$ cat src/sv/tps_ram.sv
// ----------------------------------------------------------------------------
// tps_ram
// Simple dual-port RAM, one write and one registered read port.
// ----------------------------------------------------------------------------
module tps_ram #(
  parameter int WIDTH = 8,
  parameter int DEPTH = 2
) (
  input  logic                     clk,
  input  logic                     we,
  input  logic [$clog2(DEPTH)-1:0] waddr,
  input  logic [WIDTH-1:0]         wdata,
  input  logic                     re,
  input  logic [$clog2(DEPTH)-1:0] raddr,
  output logic [WIDTH-1:0]         rdata
);

  logic [WIDTH-1:0] mem [DEPTH];
  logic [WIDTH-1:0] rdata_r;

  always_ff @(posedge clk) begin
    if (we) begin
      mem[waddr] <= wdata;
    end
    if (re) begin
      rdata_r <= mem[raddr];
    end
  end

  assign rdata = rdata_r;

endmodule

$ cat config.mk
export PLATFORM = sky130hd
export DESIGN_NAME = tps_ram
export DESIGN_NICKNAME = d
export VERILOG_FILES = /design/src/sv/tps_ram.sv
export SDC_FILE = /design/constraint.sdc
export NUM_CORES = 1
export LEC_CHECK = 0
export BUFFER_PORTS_ARGS = -buffer_cell sky130_fd_sc_hd__buf_2
export CAP_MARGIN = 20
export CELL_PAD_IN_SITES_DETAIL_PLACEMENT = 2
export CELL_PAD_IN_SITES_GLOBAL_PLACEMENT = 2
export CORE_MARGIN = 3
export CORE_UTILIZATION = 37
export DETAILED_ROUTE_END_ITERATION = 8
export MAX_ROUTING_LAYER = met4
export PLACE_DENSITY = 0.74
export SLEW_MARGIN = 5
export SYNTH_ARGS = -nofsm -noshare
export SYNTH_HDL_FRONTEND = slang
export SYNTH_SLANG_ARGS = --single-unit
$ cat constraint.sdc
create_clock -name clk -period 1.2 [get_ports clk]
set_input_delay 0.06 -clock clk [delete_from_list [all_inputs] [get_ports clk]]
set_output_delay 0.06 -clock clk [all_outputs]
set_load 0.02 [all_outputs]
; ---- Yosys cells after proc, flatten, opt, wreduce, memory -nomap -nowiden
; Memory sizes are Yosys's and may differ from the RTL's. A register that Yosys moved wholly into a read port is not among the register bits.
; Cells that the tools add are included.
[op_classes]
muxes = 2
[ops]
columns = operator, n
row1 = 1-bit 2-to-1 mux, 2
[word_totals]
regBits = 0
mem_bits_rw = 16
inputBits = 13
out_inout_bits = 8
word_cells = 3
memories = 1
[memory_table]
columns = name, words, word_bits, rd, rd_ports_with_merged_regs, write_ports, line
row1 = mem, 2, 8, 1, 1, 1, 18  ; logic [WIDTH-1:0] mem [DEPTH];

; ---- Longest topological paths before layout
[depth]
word_depth = 2
depth_mapped = 2

; ---- Worst setup path before layout
; No wires, ideal clock.
[synth_path]
path_type = in2reg
start = in we
end = mem mem[0][0] (enable)
setup_ns = 0.373
arrival_ns = 0.480
setup_slack_ns = 0.347
path_stages = 1
path_buffers = 0
cell_sequence = nor2b_1
[synth_via]
elab_chain_cells = 2
[synth_rtl]
columns = element, line
row1 = start: declaration, 10  ; input logic we,
row2 = 1-bit 2-to-1 mux, 22  ; if (we) begin
row3 = 1-bit 2-to-1 mux (implied by the code), 23  ; mem[waddr] <= wdata;
row4 = end: declaration, 18
; Every way passes these cells.

; ---- Final worst setup path
[layout_path]
start = mem mem[0][7]
end = reg rdata_r[7] (netlist: rdata[7]), read port of mem, data pin
[layout_lines]
columns = element, line
row1 = end: declaration, 19  ; logic [WIDTH-1:0] rdata_r;
; No word-level cell between the ends.

==> results.md <==
* Outcome: finished clean
* Antenna violations before repair at 0
* # port buffers at 20
* Initial Util at about two fifths
* Synth area leader: edfxtp_1
* Synth top area cells: edfxtp_1 (83%), mux2_4 (14%), buf_6 (1.3%)
* WL/cell at 15.81 microns
* Critical path's largest stage delay at ~400 ps
* RSZ-0062 raised after global routing: false
* CP bufs+invs at 0
* Mapped Area at 864.6 sq um
* Most frequent cells in the layout: edfxtp_1 (24), buf_2 (20), mux2_4 (8), dlygate4sd3_1 (8), clkbuf_4 (3)
* Core area at 0.002082 sq mm
* CP max FO at 1
* Via Count at about 410
* IO Pins at 21
* Number of global-route vias before repair at ~450
* Worst VDD drop at a little under 1000 uV
* Syn Inst Count at 35
* DRC at 0
* Die height at 54.34 microns
* TritonCTS clock tree: done
* Fmax at ~1100 MHz
* Final WS setup at 279.4 ps
* Ys Warns at 0
* CTS Buf Count at 3
* Worst Hold Class: in -> reg
* Gr ovfl total at 0
* Leakage power at 0.4316 nW
* Synth cell types at 5
* DRT Wirelength at around 1.5 mm
* Critical Path, Cell by Cell: mux2_4
* Crit end category: flop
* Util after Layout at roughly 53%
* Post-route antenna net violation count at 0
* First-iteration detailed-routing DRC count at 0
* Clock sink count at 24
* DP Worst Slack at between 200 and 300 ps
* Final-layout fill cell count at 197
* Ant diodes at 0
* Period utilization at about three quarters
* Top delay family on crit path: flip-flops
* Min Clock Period, post-route at 920.6 ps
* CTS HTree Levels at 1
* Max cap viols at 0
* Final Hold Viols at 0
* Max_slew headroom at around three quarters
* GP Congestion at 0.6136
* Drt pass-1 iters at 1
* Layout Nets at 81
* Worst skew pair latency at roughly 310 ps
* Worst path slowest cell: edfxtp_1
* Commonest non-fill, non-tap cell in the layout: edfxtp_1
* CP required at about 1300 ps
* CTS root buffer: clkbuf_4
* Average size of a mapped cell at 24.70 sq um
* Reg clk slew, reported paths at 130 ps
* Die Width at ~54 microns
* Worst slew pin tran at 372.4 ps
* Sequential share of the synthesized area at between 80% and 90%
* Setup_tns at 0 ps
* Worst Setup Start Kind: flop
* Synth Register Bits at 24
* Global Route Usage Sum at approximately an eighth
* Pin count of the biggest net entering global routing at 14
* Placement Rows at 16
* Via density at 4.394
* Max Root-Sink Buffers at 2
* Pwr dens at 1375 mW/mm^2
* DIE AREA at 0.002953 sq mm
* Clock Skews at between 7 and 8 ps
* CP arrival at approximately 990 ps
* PnR Total Power at roughly 0.0015 W
* First-pass GRT wire length at 2.318 mm
* Max-slew violation count at 0
* Hold WS at ~76 ps
* Setup violations, final at 0
* P&R area growth vs syn at 27.35%
* Share of layout cells above drive strength 1 at roughly 48%
* Critical setup path kind: reg -> reg
* Area share of the largest cell type after synthesis at 83.36%
* Post-Syn Nets at 48
-- synth_stat cells (all sizes together) --
library cell / instances
edfxtp: 24
and2: 1
buf: 1
nor2b: 1
mux2: 8
-- cell families (layout without fill, tap and decap cells) --
kind of cell | after synthesis | after routing | share of synthesized area, %
multiplexers | 8 | 8 | 13.89
buffers and inverters | 1 | 33 | 1.302
flip-flops | 24 | 24 | 83.36
AND/OR/NAND/NOR | 2 | 2 | 1.448
-- power breakdown --
part           switching (W)  internal (W)  total (W)
Clock               0.000229      0.000121   0.000351
Combinational      0.0000750     0.0000832   0.000158
Sequential         0.0000162      0.000989    0.00101
Total               0.000321       0.00119    0.00151
-- per-layer routing --
metal	track usage, %	vias to the layer above	wire [microns]
li1	-	201	-
met1	13.52	192	611
met2	21.31	20	774
met3	3.815	0	100
met4	3.734	0	0
met5	-	-	0
-- final timing paths --
| kind | start | to | slack [ps] | cells past startpoint |
|---|---|---|---|---|
| max | mem[0][7] | rdata[7] | 280 | 1 |
| min | re | rdata[2] | 80 | 1 |
| max reg2reg | mem[0][7] | rdata[7] | 280 | 1 |
| min reg2reg | mem[1][2] | rdata[2] | 570 | 1 |
-- area by class of cell --
| cell class | count | area (sq um) | share of cell area, % |
|---|---|---|---|
| repair buffers | 29 | 187.7 | 17.05 |
| multi-input cells | 10 | 132.6 | 12.05 |
| well taps | 27 | 33.78 | 3.068 |
| flip-flops and latches | 24 | 720.7 | 65.45 |
| clock inverters | 1 | 3.754 | 0.3409 |
| clock buffers | 3 | 22.52 | 2.045 |
-- per-stage QoR --
stage                     cells  cell area [sq um]
after floorplan              35              864.6
after global placement       82              994.7
after detailed placement     82              994.7
after CTS                    94               1101
after global routing         94               1101
final                        94               1101
-- timing repair --
item,4_1_cts,5_1_grt
endpoints found under the hold margin,16,0
setup endpoints to repair,0,0
hold buffers,8,0
gates resized for setup,0,0
buffers inserted,0,0
-- sequential cells by signal, summed over array words and instances, names as in the netlist --
signal,count
mem,16
rdata,8
Power figures use the tool's default switching activity.
